### src/dmpt_pkg.sv
package dmpt_pkg;

    localparam int MAX_QUBITS    = 6;
    localparam int VALUE_BITS    = 32;
    localparam int ACC_BITS      = 38;
    localparam int ADDR_BITS     = 2 * MAX_QUBITS;
    localparam int QC_BITS       = 3;
    localparam int CFG_ADDR_BITS = 3;
    localparam int APB_DATA_BITS = 32;
    localparam int QUEUE_DEPTH   = 4;
    localparam int QPTR_BITS     = 2;
    localparam int QCNT_BITS     = QPTR_BITS + 1;

    localparam logic [QC_BITS-1:0]    QC_RESET   = 3'd6;
    localparam logic [MAX_QUBITS-1:0] MASK_RESET = '0;

    typedef enum logic [1:0] {
        OP_ACCUM = 2'd0,
        OP_READ  = 2'd1,
        OP_CLEAR = 2'd2,
        OP_NONE  = 2'd3
    } op_t;

    typedef enum logic {
        REG_QUBIT_COUNT = 1'b0,
        REG_TRACED_MASK = 1'b1
    } reg_sel_t;

    typedef enum logic [1:0] {
        ST_IDLE,
        ST_EXEC,
        ST_CLEAR
    } back_state_t;

    typedef struct packed {
        op_t                          op;
        logic [ADDR_BITS-1:0]         addr;
        logic signed [VALUE_BITS-1:0] value_re;
        logic signed [VALUE_BITS-1:0] value_im;
    } cmd_t;

    typedef struct packed {
        logic signed [ACC_BITS-1:0] re;
        logic signed [ACC_BITS-1:0] im;
    } acc_entry_t;

    typedef struct packed {
        logic init_clear;
    } back_status_t;

    // bit q set when qubit q is below the effective qubit count
    function automatic logic [MAX_QUBITS-1:0] qubit_mask(input logic [QC_BITS-1:0] qc);
        logic [MAX_QUBITS-1:0] m;
        m = '0;
        for (int q = 0; q < MAX_QUBITS; q++) begin
            m[q] = (q < int'(qc));
        end
        return m;
    endfunction

    // compact the untraced bits of an index, lowest qubit first
    function automatic logic [MAX_QUBITS-1:0] pack_untraced(
        input logic [MAX_QUBITS-1:0] full,
        input logic [MAX_QUBITS-1:0] traced
    );
        logic [MAX_QUBITS-1:0] packed_idx;
        int k;
        packed_idx = '0;
        k = 0;
        for (int q = 0; q < MAX_QUBITS; q++) begin
            if (!traced[q]) begin
                packed_idx[k] = full[q];
                k++;
            end
        end
        return packed_idx;
    endfunction

    // low bits kept for a reduced index: one per untraced active qubit
    function automatic logic [MAX_QUBITS-1:0] reduced_mask(
        input logic [MAX_QUBITS-1:0] untraced
    );
        logic [MAX_QUBITS-1:0] m;
        int cnt;
        cnt = 0;
        for (int q = 0; q < MAX_QUBITS; q++) begin
            cnt += int'(untraced[q]);
        end
        for (int i = 0; i < MAX_QUBITS; i++) begin
            m[i] = (i < cnt);
        end
        return m;
    endfunction

endpackage

### src/dmpt_front.sv
module dmpt_front (
    input  logic                                   clk,
    input  logic                                   rst_n,
    input  logic                                   start,
    output logic                                   busy,
    input  logic [1:0]                             opcode,
    input  logic [dmpt_pkg::MAX_QUBITS-1:0]        row_index,
    input  logic [dmpt_pkg::MAX_QUBITS-1:0]        col_index,
    input  logic signed [dmpt_pkg::VALUE_BITS-1:0] value_re,
    input  logic signed [dmpt_pkg::VALUE_BITS-1:0] value_im,
    input  logic                                   psel,
    input  logic                                   penable,
    input  logic                                   pwrite,
    input  logic [dmpt_pkg::CFG_ADDR_BITS-1:0]     paddr,
    input  logic [dmpt_pkg::APB_DATA_BITS-1:0]     pwdata,
    output logic [dmpt_pkg::APB_DATA_BITS-1:0]     prdata,
    output logic                                   pready,
    input  logic                                   queue_full,
    input  dmpt_pkg::back_status_t                 back_status,
    output logic                                   push,
    output dmpt_pkg::cmd_t                         push_cmd
);

    logic [dmpt_pkg::QC_BITS-1:0]    qubit_count_reg;
    logic [dmpt_pkg::MAX_QUBITS-1:0] traced_mask_reg;

    logic                            cfg_write;
    dmpt_pkg::reg_sel_t              reg_sel;
    logic [dmpt_pkg::MAX_QUBITS-1:0] qmask;
    logic [dmpt_pkg::MAX_QUBITS-1:0] traced;
    logic [dmpt_pkg::MAX_QUBITS-1:0] row_act;
    logic [dmpt_pkg::MAX_QUBITS-1:0] col_act;
    logic [dmpt_pkg::MAX_QUBITS-1:0] rmask;
    logic                            diag_match;
    logic                            accept;
    dmpt_pkg::op_t                   op;

    assign pready    = 1'b1;
    assign cfg_write = psel && penable && pwrite && pready;
    assign reg_sel   = dmpt_pkg::reg_sel_t'(paddr[2]);

    always_ff @(posedge clk or negedge rst_n)
    begin
        if (!rst_n)
        begin
            qubit_count_reg <= dmpt_pkg::QC_RESET;
            traced_mask_reg <= dmpt_pkg::MASK_RESET;
        end
        else if (cfg_write)
        begin
            case (reg_sel)
                dmpt_pkg::REG_QUBIT_COUNT: qubit_count_reg <= pwdata[dmpt_pkg::QC_BITS-1:0];
                dmpt_pkg::REG_TRACED_MASK: traced_mask_reg <= pwdata[dmpt_pkg::MAX_QUBITS-1:0];
                default: ;
            endcase
        end
    end

    always_comb
    begin
        case (reg_sel)
            dmpt_pkg::REG_QUBIT_COUNT:
                prdata = dmpt_pkg::APB_DATA_BITS'(qubit_count_reg);
            dmpt_pkg::REG_TRACED_MASK:
                prdata = dmpt_pkg::APB_DATA_BITS'(traced_mask_reg);
            default:
                prdata = '0;
        endcase
    end

    // no new transaction while the queue is full or the store is being swept after reset
    assign busy   = queue_full || back_status.init_clear;
    assign accept = start && !busy;
    assign op     = dmpt_pkg::op_t'(opcode);

    assign qmask      = dmpt_pkg::qubit_mask(qubit_count_reg);
    assign traced     = traced_mask_reg & qmask;
    assign row_act    = row_index & qmask;
    assign col_act    = col_index & qmask;
    assign diag_match = ((row_act ^ col_act) & traced) == '0;
    assign rmask      = dmpt_pkg::reduced_mask(~traced & qmask);

    always_comb
    begin
        push_cmd.op       = op;
        push_cmd.value_re = value_re;
        push_cmd.value_im = value_im;
        push_cmd.addr     = {dmpt_pkg::pack_untraced(row_act, traced),
                             dmpt_pkg::pack_untraced(col_act, traced)};
        push              = 1'b0;
        case (op)
            dmpt_pkg::OP_ACCUM:
            begin
                // off-diagonal in a traced qubit: element drops out of the trace
                push = accept && diag_match;
            end
            dmpt_pkg::OP_READ:
            begin
                push          = accept;
                push_cmd.addr = {row_index & rmask, col_index & rmask};
            end
            dmpt_pkg::OP_CLEAR:
            begin
                push = accept;
            end
            default:
            begin
                push = 1'b0;
            end
        endcase
    end

endmodule

### config.mk
export PLATFORM = sky130hd
export DESIGN_NAME = dmpt_front
export DESIGN_NICKNAME = d
export VERILOG_FILES = /design/src/dmpt_pkg.sv /design/src/dmpt_front.sv
export SDC_FILE = /design/constraint.sdc
export NUM_CORES = 1
export LEC_CHECK = 0
export ABC_CLOCK_PERIOD_IN_PS = 7100
export CAP_MARGIN = 20
export CORE_AREA = 2 2 92 94
export CTS_CLUSTER_SIZE = 20
export DETAILED_ROUTE_END_ITERATION = 7
export DIE_AREA = 0 0 94 96
export DONT_BUFFER_PORTS = 1
export PLACE_DENSITY = 0.54
export SLEW_MARGIN = 20
export SYNTH_ARGS = -nofsm -noshare
export SYNTH_HDL_FRONTEND = slang
export SYNTH_SLANG_ARGS = --single-unit
### constraint.sdc
create_clock -name clk -period 7.1 [get_ports clk]
set_input_delay 1.42 -clock clk [delete_from_list [all_inputs] [get_ports clk]]
set_output_delay 1.42 -clock clk [all_outputs]
set_load 0.05 [all_outputs]
==> impl_metrics.ini <==
[timing]
period_needed_ns = 5.854
period_share = 0.8245
drv_slew = 0
fmax_mhz = 170.8
grt_setup_unrepaired = no
finalHoldViolCount = 0
max_slew.worst_pin.slew_ns = 1.113
tns_ns = 0
slew_headroom = 0.2544
setup_viol = 0
skew_ns = 0
hold_slack_ns = 0.5783

[logic_synthesis]
ys_ff_latch = 9
synth.top_cells.by_count = buf_4, nand2_1, nor2_1, mux2_2, a21oi_1
async_flop_share = 1.000
synth-adder-area-share = 0.05678
ys_types = 64
synth_edf_count = 0
synth_top_flop_cell = dfrtp_1
synth_xor_area_frac = 0.04307
synthSimpleGateAreaFrac = 0.1977
synthMuxAreaShare = 0.08517
syn_area_um2 = 2556
ys_top_cells_by_area = buf_4, dfrtp_1, mux2_2
ys_seq_area_frac = 0.08908
synth_top_area_frac = 0.2790
synth_top_area_cell = buf_4
synth.avg_cell_area_um2 = 7.585
yosysMostFrequentCell = buf_4
synth_warnings = 0
syn_inst = 337
synth_compound_area_frac = 0.2119
synth_top_family_by_area = buffers and inverters

[cts]
post_cts_buffers = 0
numCtsBuffers = 3
postCtsHoldBufs = 0
htree_levels = 1
cts_tree = done
postCtsResizedCells = 0
clk_pin_slew_worst_paths_ns = 0.05
clockRootBuffer = clkbuf_8
clock-sinks = 9
clk_latency_ns = 0.23
max-clock-path-buffers = 2

[setup_path]
path_max_fanout = 20
crit_type = flop to output pin
max_stage_delay_ns = 0.91
worstPathArrival_ns = 4.43
crit_chain = or2_1 > o2bb2ai_4 > a211oi_4 > inv_4 > ha_1 > nand2_1 > nand2_1 > ha_1 > xor2_1 > o32ai_1 > nand2_1 > o211ai_1
required_ns = 5.68
crit_path_frequent_cell = nand2_1
slowest_stage = o211ai_1
start_kind = flop
critPathCaptureType = output pin

[finish]
postLayoutCoreUtil = 0.2611
largest_reg_flops = 6
nFillCells = 891
drive_above_1_share = 0.1506
final_nets = 390
num_antenna_cells = 0
syn_to_final_growth_pct = -17.77

[drt]
drc_errors = 0
via_per_inst = 5.544
vias = 2018
first_iter_violations = 185
wire_per_inst_um = 17.23
ant_nets = 0
first_pass_iters = 4
drt_wl_total_um = 6272

[floorplanning]
placementRows = 33
start_util = 0.3175
coreArea_um2 = 8051
pin_count = 234
die_area_um2 = 9024
fp.dieW_um = 94
die_h_um = 96

[power_and_ir_drop]
p_leak_nw = 0.8052
ir_worst_vdd_uv = 163.8
p_per_area_nw_per_um2 = 399.8
power.total_w = 0.0008405

[worst_hold_path]
hp-class = flop to flop

[global_routing]
grt_pass1_wl_um = 9832
grt_overflow_total = 0
antenna_found_initial = 0
grt_usage = 0.1351
grt_max_degree = 23
grt_pass1_vias = 1902

[placement]
routabilityCongestion = 0.9569
dp.final_hpwl_um = 5077
io_buffers = 0

[run_status]
outcome = finished, final reports clean

[flow_run]
cap_violations = 0
-- cell type report --
type / count / area [µm²] / area share
clock buffer: 3 / 41.29 / 0.01964
clock inverter: 1 / 5.005 / 0.002381
inverter: 9 / 36.28 / 0.01726
multi-input combinational: 236 / 1653 / 0.7863
sequential: 9 / 227.7 / 0.1083
tap: 105 / 131.4 / 0.06250
timing repair buffer: 1 / 7.507 / 0.003571
-- worst max-delay path, delay by kind of cell (launching register included) --
kind | cells | cell delay, ns
buf+inv | 1 | 0.14
compound gates | 4 | 1.83
simple gates | 4 | 0.70
xor+xnor | 1 | 0.18
fa+ha+maj | 2 | 0.62
flops | 1 | 0.72
-- metal layers --
metal	up-vias	wire [µm]	part of all wire	GRT usage
met4	0	193	0.031	0.06039
met1	966	2674	0.43	0.1860
li1	920	-	-	-
met3	28	655	0.10	0.03132
met5	-	0	0	0
met2	104	2748	0.44	0.2006
-- cells in the final DEF (no fill, tap or decap), types with 2 or more instances in the layout --
cell	netlist	layout
nand2_1	31	31
conb_1	2	27
nor2_1	20	20
mux2_2	14	14
a21oi_1	11	11
nand3_1	10	10
and2_1	9	9
nor3_1	8	8
inv_1	8	8
o21ai_0	7	7
xor2_1	7	7
dfrtp_1	7	7
a32oi_1	6	6
mux2i_1	6	6
ha_1	6	6
o211ai_1	5	5
nor2b_1	4	4
and3_1	4	4
nand2b_1	3	3
a2111oi_2	3	3
a31oi_1	3	3
nand4_1	3	3
fa_1	3	3
clkbuf_8	0	3
o21a_1	2	2
o21ai_1	2	2
or2_1	2	2
nor4_1	2	2
o32a_1	2	2
a221o_1	2	2
o31ai_2	0	2
a311oi_1	2	2
a22oi_1	2	2
o221ai_1	3	2
dfstp_2	2	2
-- cells by family after synthesis --
group,after synthesis
other,2
buffers and inverters,117
AND/OR/NAND/NOR,103
flip-flops,9
XOR/XNOR,10
multiplexers,20
adder cells (fa/ha/maj),10
AO/OA/AOI/OAI,66
-- path summary, 6_finish.rpt --
check,startpoint,endpoint,slack (ns),depth (start not counted)
min in group asynchronous,rst_n,traced_mask_reg[0],0.88,0
setup reg to reg,traced_mask_reg[0],traced_mask_reg[0],5.97,1
hold / removal,traced_mask_reg[5],traced_mask_reg[5],0.58,1
hold reg to reg,traced_mask_reg[5],traced_mask_reg[5],0.58,1
setup / recovery,qubit_count_reg[2],push_cmd[69],1.25,12
max in group asynchronous,rst_n,qubit_count_reg[2],6.05,0
-- through the flow --
| step | std cells | setup slack (ns) | cell area [µm²] |
|---|---|---|---|
| final | 364 | 1.246 | 2102 |
| after detailed placement | 360 | 1.514 | 2041 |
| after global routing | 364 | 1.002 | 2102 |
| after floorplan | 362 | 1.750 | 2650 |
| after CTS | 364 | 1.249 | 2087 |
| after global placement | 360 | 1.545 | 2041 |
-- power breakdown --
group	switching [W]	internal [W]	total, W	leakage [nW]
Sequential	0.0000420	0.0000646	0.000107	0.105
Combinational	0.000469	0.000206	0.000676	0.675
Clock	0.0000197	0.0000382	0.0000579	0.0255
(Power assumes the default switching activity.)
