`src/dmpt_pkg.sv`:
```
package dmpt_pkg;

    localparam int MAX_QUBITS    = 6;
    localparam int VALUE_BITS    = 32;
    localparam int ACC_BITS      = 38;
    localparam int ADDR_BITS     = 2 * MAX_QUBITS;
    localparam int QC_BITS       = 3;
    localparam int CFG_ADDR_BITS = 3;
    localparam int APB_DATA_BITS = 32;
    localparam int QUEUE_DEPTH   = 4;
    localparam int QPTR_BITS     = 2;
    localparam int QCNT_BITS     = QPTR_BITS + 1;

    localparam logic [QC_BITS-1:0]    QC_RESET   = 3'd6;
    localparam logic [MAX_QUBITS-1:0] MASK_RESET = '0;

    typedef enum logic [1:0] {
        OP_ACCUM = 2'd0,
        OP_READ  = 2'd1,
        OP_CLEAR = 2'd2,
        OP_NONE  = 2'd3
    } op_t;

    typedef enum logic {
        REG_QUBIT_COUNT = 1'b0,
        REG_TRACED_MASK = 1'b1
    } reg_sel_t;

    typedef enum logic [1:0] {
        ST_IDLE,
        ST_EXEC,
        ST_CLEAR
    } back_state_t;

    typedef struct packed {
        op_t                          op;
        logic [ADDR_BITS-1:0]         addr;
        logic signed [VALUE_BITS-1:0] value_re;
        logic signed [VALUE_BITS-1:0] value_im;
    } cmd_t;

    typedef struct packed {
        logic signed [ACC_BITS-1:0] re;
        logic signed [ACC_BITS-1:0] im;
    } acc_entry_t;

    typedef struct packed {
        logic init_clear;
    } back_status_t;

    // bit q set when qubit q is below the effective qubit count
    function automatic logic [MAX_QUBITS-1:0] qubit_mask(input logic [QC_BITS-1:0] qc);
        logic [MAX_QUBITS-1:0] m;
        m = '0;
        for (int q = 0; q < MAX_QUBITS; q++) begin
            m[q] = (q < int'(qc));
        end
        return m;
    endfunction

    // compact the untraced bits of an index, lowest qubit first
    function automatic logic [MAX_QUBITS-1:0] pack_untraced(
        input logic [MAX_QUBITS-1:0] full,
        input logic [MAX_QUBITS-1:0] traced
    );
        logic [MAX_QUBITS-1:0] packed_idx;
        int k;
        packed_idx = '0;
        k = 0;
        for (int q = 0; q < MAX_QUBITS; q++) begin
            if (!traced[q]) begin
                packed_idx[k] = full[q];
                k++;
            end
        end
        return packed_idx;
    endfunction

    // low bits kept for a reduced index: one per untraced active qubit
    function automatic logic [MAX_QUBITS-1:0] reduced_mask(
        input logic [MAX_QUBITS-1:0] untraced
    );
        logic [MAX_QUBITS-1:0] m;
        int cnt;
        cnt = 0;
        for (int q = 0; q < MAX_QUBITS; q++) begin
            cnt += int'(untraced[q]);
        end
        for (int i = 0; i < MAX_QUBITS; i++) begin
            m[i] = (i < cnt);
        end
        return m;
    endfunction

endpackage

```
`src/dmpt_cmd_queue.sv`:
```
module dmpt_cmd_queue (
    input  logic           clk,
    input  logic           rst_n,
    input  logic           push,
    input  dmpt_pkg::cmd_t push_cmd,
    input  logic           pop,
    output dmpt_pkg::cmd_t head_cmd,
    output logic           empty,
    output logic           full
);

    dmpt_pkg::cmd_t                 entry_reg [dmpt_pkg::QUEUE_DEPTH];
    logic [dmpt_pkg::QPTR_BITS-1:0] wr_ptr_reg;
    logic [dmpt_pkg::QPTR_BITS-1:0] wr_ptr_next;
    logic [dmpt_pkg::QPTR_BITS-1:0] rd_ptr_reg;
    logic [dmpt_pkg::QPTR_BITS-1:0] rd_ptr_next;
    logic [dmpt_pkg::QCNT_BITS-1:0] count_reg;
    logic [dmpt_pkg::QCNT_BITS-1:0] count_next;
    logic                           do_push;
    logic                           do_pop;

    assign empty    = (count_reg == '0);
    assign full     = (count_reg == dmpt_pkg::QCNT_BITS'(dmpt_pkg::QUEUE_DEPTH));
    assign head_cmd = entry_reg[rd_ptr_reg];
    assign do_push  = push && !full;
    assign do_pop   = pop && !empty;

    always_comb
    begin
        wr_ptr_next = wr_ptr_reg;
        rd_ptr_next = rd_ptr_reg;
        count_next  = count_reg;
        if (do_push)
        begin
            wr_ptr_next = wr_ptr_reg + 1'b1;
        end
        if (do_pop)
        begin
            rd_ptr_next = rd_ptr_reg + 1'b1;
        end
        if (do_push && !do_pop)
        begin
            count_next = count_reg + 1'b1;
        end
        else if (do_pop && !do_push)
        begin
            count_next = count_reg - 1'b1;
        end
    end

    always_ff @(posedge clk or negedge rst_n)
    begin
        if (!rst_n)
        begin
            wr_ptr_reg <= '0;
            rd_ptr_reg <= '0;
            count_reg  <= '0;
        end
        else
        begin
            wr_ptr_reg <= wr_ptr_next;
            rd_ptr_reg <= rd_ptr_next;
            count_reg  <= count_next;
        end
    end

    always_ff @(posedge clk)
    begin
        if (do_push)
        begin
            entry_reg[wr_ptr_reg] <= push_cmd;
        end
    end

endmodule

```
`config.mk`:
```
export PLATFORM = sky130hd
export DESIGN_NAME = dmpt_cmd_queue
export DESIGN_NICKNAME = d
export VERILOG_FILES = /design/src/dmpt_pkg.sv /design/src/dmpt_cmd_queue.sv
export SDC_FILE = /design/constraint.sdc
export NUM_CORES = 1
export LEC_CHECK = 0
export BUFFER_PORTS_ARGS = -buffer_cell sky130_fd_sc_hd__buf_2
export CAP_MARGIN = 10
export CELL_PAD_IN_SITES_DETAIL_PLACEMENT = 1
export CELL_PAD_IN_SITES_GLOBAL_PLACEMENT = 2
export CORE_MARGIN = 2
export CORE_UTILIZATION = 45
export CTS_CLUSTER_DIAMETER = 80
export DETAILED_ROUTE_END_ITERATION = 6
export GPL_TIMING_DRIVEN = 1
export PLACE_DENSITY_LB_ADDON = 0.3
export SLEW_MARGIN = 20
export SYNTH_ARGS = -nofsm -noshare
export SYNTH_HDL_FRONTEND = slang
export SYNTH_SLANG_ARGS = --single-unit
export TNS_END_PERCENT = 10
```
`constraint.sdc`:
```
create_clock -name clk -period 4.1 [get_ports clk]
set_input_delay 1.23 -clock clk [delete_from_list [all_inputs] [get_ports clk]]
set_output_delay 1.23 -clock clk [all_outputs]
set_load 0.02 [all_outputs]
```
==> impl_metrics.py, run 1 <==
metrics = {
    "pwr": {
        "p_sw_mw": 3.329,
        "seq_power_share": 0.420,
        "pwr-share-comb": 0.304,
        "swShare": 0.3050,
        "ir_worst_vdd_uv": 472.3,
        "p_per_area_nw_per_um2": 772.8,
        "p_clk_frac": 0.276,
        "p_int_mw": 7.585,
        "power_leakage_nw": 4.856,
    },
    "final_layout": {
        "largest_reg_flops": 312,
        "nets": 727,
        "drive_gt1_frac": 0.4690,
        "post-route-util": 0.5466,
        "n_antenna_cell": 0,
        "fillers": 2251,
        "area_growth_pct": 20.02,
    },
    "yosys": {
        "yosys.area.top_type_share": 0.7963,
        "syn-cell-area_um2": 11770,
        "yosysMostFrequentCell": "edfxtp_1",
        "yosysUniqueCellTypes": 20,
        "synthCells": 444,
        "synth_area_per_cell_um2": 26.50,
        "synth-main-ff-cell": "edfxtp_1",
        "ys_ff_latch": 319,
        "synthTopCellsByArea": "edfxtp_1 (80%), mux4_2 (15%), dfrtp_1 (1.5%), buf_12 (1.4%), ha_1 (0.53%)",
        "synth_nets": 532,
        "synth_edf_count": 312,
        "yosysTopAreaCell": "edfxtp_1",
        "async_flop_share": 0.02194,
        "ys_seq_area_frac": 0.8111,
        "synthTopCellsByCount": "edfxtp_1 (312), mux4_2 (78), buf_12 (8), buf_2 (8), dfrtp_1 (7)",
        "yosys_warnings": 0,
    },
    "critical_path": {
        "crit_path_start_kind": "register",
        "ff2ff_path_depth": 4,
        "r2r_setup_slack_ns": 1.69,
        "r2r-start": "count_reg[2]$_DFFE_PN0P_",
        "critical_path_class": "reg -> out",
        "crit_path_max_fanout": 39,
        "required_ns": 2.87,
        "timing.rr.end": "entry_reg[3][77]$_DFFE_PP_",
        "crit_end": "head_cmd[44]",
        "arrival_ns": 2.28,
        "crit_path_end_kind": "output port",
        "crit_path_start": "rd_ptr_reg[1]$_DFFE_PN0P_",
    },
    "die": {
        "row_count": 59,
        "die_w_um": 165.7,
        "fp.dieArea_um2": 27460,
        "initial_core_util": 0.4554,
        "core_area_um2": 25840,
        "ios": 162,
        "fp.dieH_um": 165.7,
    },
    "routing": {
        "drt_wl_total_mm": 23.04,
        "dr.pass1.iters": 4,
        "antenna_left": 0,
        "via_per_inst": 5.285,
        "drc": 0,
        "dr_total_vias": 5264,
        "dr.first_iter.drc_count": 427,
        "wl_per_cell_um": 23.13,
    },
    "cts": {
        "cts_resized": 0,
        "cts_setup_buffers": 0,
        "cts_buffers": 34,
        "cts-root-buf": "clkbuf_16",
        "insertion_delay_ns": 0.49,
        "postCtsHoldBufs": 0,
        "cts_htree_levels": 2,
        "clk_pin_slew_worst_paths_ns": 0.06,
        "cts_max_path_buffers": 3,
        "cts_tree": "yes",
        "cts.sinks": 319,
    },
    "sta": {
        "finClkSkew_ns": 0.01310,
        "setup_ws_ns": 0.5896,
        "max_freq_mhz": 284.9,
        "rsz0062_at_grt": "false",
        "tightest_slew_ns": 0.6860,
        "maxSlewViolCount": 0,
        "period_minus_slack_ns": 3.510,
        "finalHoldViolCount": 0,
        "slew_headroom": 0.5427,
        "finalSetupViolCount": 0,
        "setup_tns_ns": 0,
        "fin_crit_sh": 0.8562,
    },
    "place": {
        "place_ws_ns": 0.9214,
        "dp_hpwl_mm": 14.60,
        "portBuffers": 161,
        "place_congestion": 0.7295,
    },
    "global_routing": {
        "overflow": 0,
        "track_usage": 0.1712,
        "grt_pass1_wl_mm": 35.70,
        "grt_max_degree": 40,
        "antenna_found_initial": 0,
        "grt_pass1_vias": 5811,
    },
    "run": {
        "cap_viol_max_count": 0,
    },
    "min_path": {
        "hold_class": "reg -> reg",
    },
    "status": {
        "status": "finished clean",
    },
}
==> per-layer routing <==
metal	part of all wire	vias up	track usage	wire (um)
met3	0.050	31	0.03536	1149
met4	0.016	0	0.04159	376
met5	0	-	0	0
met2	0.50	172	0.2818	11570
met1	0.43	2773	0.2382	9936
li1	-	2288	-	-
==> how the worst min path moves through the flow <==
stage,from,to,slack (ns),cells past startpoint
after detailed placement,count_reg[2]$_DFFE_PN0P_,count_reg[2]$_DFFE_PN0P_,0.48,1
final,count_reg[2]$_DFFE_PN0P_,count_reg[2]$_DFFE_PN0P_,0.49,1
after CTS,count_reg[2]$_DFFE_PN0P_,count_reg[2]$_DFFE_PN0P_,0.49,1
after global placement,count_reg[2]$_DFFE_PN0P_,count_reg[2]$_DFFE_PN0P_,0.48,1
after global routing,count_reg[2]$_DFFE_PN0P_,count_reg[2]$_DFFE_PN0P_,0.53,1
after floorplan,count_reg[2]$_DFFE_PN0P_,count_reg[2]$_DFFE_PN0P_,0.45,1
==> metrics by stage <==
| stage | instances | total power, mW | instance area (um2) | hold WS, ns |
|---|---|---|---|---|
| 4_1_cts | 996 | 11.11 | 14120 | 0.4931 |
| 6_report | 996 | 10.91 | 14120 | 0.4895 |
| 2_1_floorplan | 444 | 7.021 | 11770 | 0.4453 |
| 3_3_place_gp | 938 | 7.962 | 13010 | 0.4849 |
| 3_5_place_dp | 938 | 8.064 | 13010 | 0.4826 |
| 5_1_grt | 996 | 11.42 | 14120 | 0.5296 |
==> layout make-up <==
cell class / instances / area, um2 / share of cell area
Inverter: 4 / 15.01 / 0.001063
Clock inverter: 10 / 118.9 / 0.008417
Multi-Input combinational cell: 102 / 1987 / 0.1407
Timing Repair Buffer: 178 / 1033 / 0.07318
Sequential cell: 319 / 9552 / 0.6764
Tap cell: 335 / 419.2 / 0.02968
Clock buffer: 48 / 997.2 / 0.07061
==> worst max-delay path, cell delays in order (launching register included) <==
cell and delay [ns]:
dfrtp_4 0.86, buf_4 0.37, mux4_2 0.36, buf_2 0.18
==> layout by cell type (no fill, tap or decap), types with 2 or more instances in the layout <==
cell type	count
mux2_2	2
inv_1	4
mux4_2	78
buf_4	9
dfrtp_4	2
clkinv_2	2
xnor2_1	4
and2_4	4
ha_1	5
buf_12	8
clkbuf_16	37
clkinv_1	5
edfxtp_1	312
dfrtp_1	5
xor2_1	2
clkbuf_1	8
clkbuf_8	3
bufinv_16	3
buf_2	161
==> power by group through the flow <==
stage	Clock, mW	Sequential [mW]	Combinational, mW
after CTS	3.09	4.59	3.43
after detailed placement	0	4.65	3.41
after global placement	0	4.60	3.37
after global routing	3.21	4.64	3.56
after floorplan	0	4.52	2.50
final	3.02	4.58	3.32
==> logic make-up (layout without fill, tap and decap cells) <==
family,after synthesis,in the layout,synth area share
mux,80,80,0.1512
xor+xnor,6,6,0.004466
flops,319,319,0.8111
simple gates,10,10,0.005316
buf+inv,23,240,0.02084
fa+ha+maj,6,6,0.007018
Power figures use the tool's default switching activity.
==> inputs of run 2 (changes only) <==
ABC_AREA = 1   (was default)
CORE_UTILIZATION = 40   (was 45)
==> impl_metrics.py, run 2 <==
metrics = {
    "status": {
        "status": "finished clean",
    },
    "cts": {
        "postCtsHoldBufs": 0,
        "cts.sinks": 319,
        "insertion_delay_ns": 0.51,
        "cts_buffers": 35,
        "cts_setup_buffers": 0,
        "cts_max_path_buffers": 3,
        "cts-root-buf": "clkbuf_16",
        "cts_htree_levels": 2,
        "cts_resized": 0,
        "clk_pin_slew_worst_paths_ns": 0.06,
        "cts_tree": "yes",
    },
    "global_routing": {
        "grt_max_degree": 89,
        "grt_pass1_vias": 8039,
        "track_usage": 0.1687,
        "grt_pass1_wl_mm": 43.02,
        "overflow": 0,
        "antenna_found_initial": 5,
    },
    "die": {
        "core_area_um2": 31470,
        "ios": 162,
        "fp.dieH_um": 182.4,
        "row_count": 65,
        "initial_core_util": 0.4045,
        "fp.dieArea_um2": 33270,
        "die_w_um": 182.4,
    },
    "sta": {
        "rsz0062_at_grt": "false",
        "fin_crit_sh": 0.8694,
        "period_minus_slack_ns": 3.565,
        "maxSlewViolCount": 0,
        "finalHoldViolCount": 0,
        "finalSetupViolCount": 0,
        "tightest_slew_ns": 0.7146,
        "slew_headroom": 0.5236,
        "finClkSkew_ns": 0.01570,
        "setup_tns_ns": 0,
        "whs_ns": 0.5059,
        "max_freq_mhz": 280.5,
        "setup_ws_ns": 0.5354,
    },
    "routing": {
        "drt_wl_total_mm": 27.77,
        "drc": 0,
        "via_per_inst": 4.879,
        "wl_per_cell_um": 17.73,
        "dr.pass1.iters": 4,
        "dr.first_iter.drc_count": 322,
        "dr_total_vias": 7641,
        "antenna_left": 0,
    },
    "critical_path": {
        "crit_path_max_fanout": 84,
        "crit_path_start_kind": "register",
        "crit_path_start": "rd_ptr_reg[0]$_DFFE_PN0P_",
        "slowest_delay_ns": 0.46,
        "arrival_ns": 2.33,
        "r2r_setup_slack_ns": 1.87,
        "path_delay_family": "buffers and inverters",
        "critical_path_class": "reg -> out",
        "crit_path_end_kind": "output port",
        "required_ns": 2.87,
        "timing.critical_path.mode_cell": "nand2_1",
        "worst-path-buf-inv": 3,
        "cp_cell_sequence": "inv_8 > buf_12 > nand2_1 > o211ai_1 > nand2_1 > buf_2",
        "r2r-start": "count_reg[0]$_DFFE_PN0P_",
        "cp_slowest_cell": "dfrtp_1",
    },
    "pwr": {
        "p_per_area_nw_per_um2": 760.4,
        "ir_worst_vdd_uv": 398.7,
        "swShare": 0.3690,
        "seq_power_share": 0.386,
        "p_int_mw": 7.271,
        "p_clk_frac": 0.258,
        "p_sw_mw": 4.253,
        "pwr-share-comb": 0.356,
        "power_leakage_nw": 6.124,
    },
    "final_layout": {
        "post-route-util": 0.4815,
        "design_area_um2": 15160,
        "register_area_um2": 9548,
        "multi_input_area_um2": 2300,
        "nets": 1224,
        "fillers": 3239,
        "drive_gt1_frac": 0.1998,
        "area_growth_pct": 19.06,
        "final_common_cell": "edfxtp_1",
        "largest_reg_flops": 312,
        "mostFrequentLayoutCells": "edfxtp_1 (312), nand2_1 (252), inv_1 (171), buf_2 (161), o211ai_1 (156)",
    },
    "yosys": {
        "yosys_warnings": 0,
        "yosysMostFrequentCell": "edfxtp_1",
        "yosys.area.top_type_share": 0.7360,
        "yosysUniqueCellTypes": 18,
        "ys_ff_latch": 319,
        "synthTopCellsByArea": "edfxtp_1 (74%), o211ai_1 (9.2%), nand2_1 (7.4%), inv_1 (5.0%), dfrtp_1 (1.4%)",
        "yosysTopAreaCell": "edfxtp_1",
        "synth_nets": 1059,
        "syn-cell-area_um2": 12730,
        "synthCells": 971,
        "synth_area_per_cell_um2": 13.11,
        "synthTopCellsByCount": "edfxtp_1 (312), nand2_1 (252), inv_1 (171), o211ai_1 (156), buf_2 (33)",
        "ys_seq_area_frac": 0.7498,
        "synth_edf_count": 312,
        "synth-main-ff-cell": "edfxtp_1",
        "async_flop_share": 0.02194,
    },
    "place": {
        "place_ws_ns": 1.072,
        "portBuffers": 161,
        "place_congestion": 0.7033,
        "dpl-instance-area_um2": 14050,
        "dp_hpwl_mm": 16.79,
    },
    "min_path": {
        "hold_class": "reg -> reg",
        "worstHoldStart": "count_reg[2]$_DFFE_PN0P_",
    },
    "run": {
        "cap_viol_max_count": 0,
    },
}
run 2: cell types whose count changed in the layout (fill, tap and decap cells not counted), sizes merged, moves of 2 or more:
cell,delta
clkinv,+8
inv,+170
xor2,-2
xnor2,-3
and2,-4
clkbuf,-4
nand3,+6
nand2,+251
diode,+3
mux2,-2
o211ai,+156
nor2,+3
mux4,-78
run 2: tightest hold or removal path, cell delays in order (launching register included):
cell	delay [ns]
dfrtp_1	0.36
nand2_1	0.06
nand2_1	0.05
run 2: logic make-up after synthesis:
kind of cell	count (synthesis)	synth area share
fa+ha+maj	6	0.006487
flops	319	0.7498
compound gates	157	0.09239
buf+inv	224	0.07195
xor+xnor	1	0.0006882
simple gates	264	0.07873
run 2: power groups by stage:
stage / combinational, mW / sequential [mW] / clock, mW
after floorplan: 2.74 / 4.54 / 0
after global routing: 4.56 / 4.50 / 3.18
after CTS: 4.21 / 4.46 / 3.06
after global placement: 4.11 / 4.49 / 0
after detailed placement: 4.20 / 4.52 / 0
final: 4.10 / 4.45 / 2.97
run 2: path summary, 6_finish.rpt:
path	to	depth (start not counted)
max	head_cmd[60]	6
min	count_reg[2]$_DFFE_PN0P_	2
max reg2reg	entry_reg[0][25]$_DFFE_PP_	5
min reg2reg	count_reg[2]$_DFFE_PN0P_	2
max in group asynchronous	rd_ptr_reg[1]$_DFFE_PN0P_	1
min in group asynchronous	rd_ptr_reg[1]$_DFFE_PN0P_	1
run 2: metrics by stage:
step / power (mW) / std cells
floorplan: 7.279 / 971
global placement: 8.607 / 1501
detailed placement: 8.717 / 1501
CTS: 11.72 / 1563
global route: 12.23 / 1565
finish: 11.52 / 1566
run 2: routing by layer:
metal / up-vias / wire length, um / global-route usage
met3: 50 / 1308 / 0.03792
met4: 4 / 553 / 0.05258
li1: 3713 / - / -
met1: 3729 / 11380 / 0.1957
met5: - / 27 / 0
met2: 145 / 14500 / 0.3104
run 2: final cells by class:
type | instances | area share
timing repair buffer | 179 | 0.06869
inverter | 173 | 0.04334
antenna | 3 | 0.0004953
tap | 402 | 0.03319
sequential | 319 | 0.6300
clock inverter | 18 | 0.009081
clock buffer | 44 | 0.06349
multi-input combinational | 428 | 0.1517
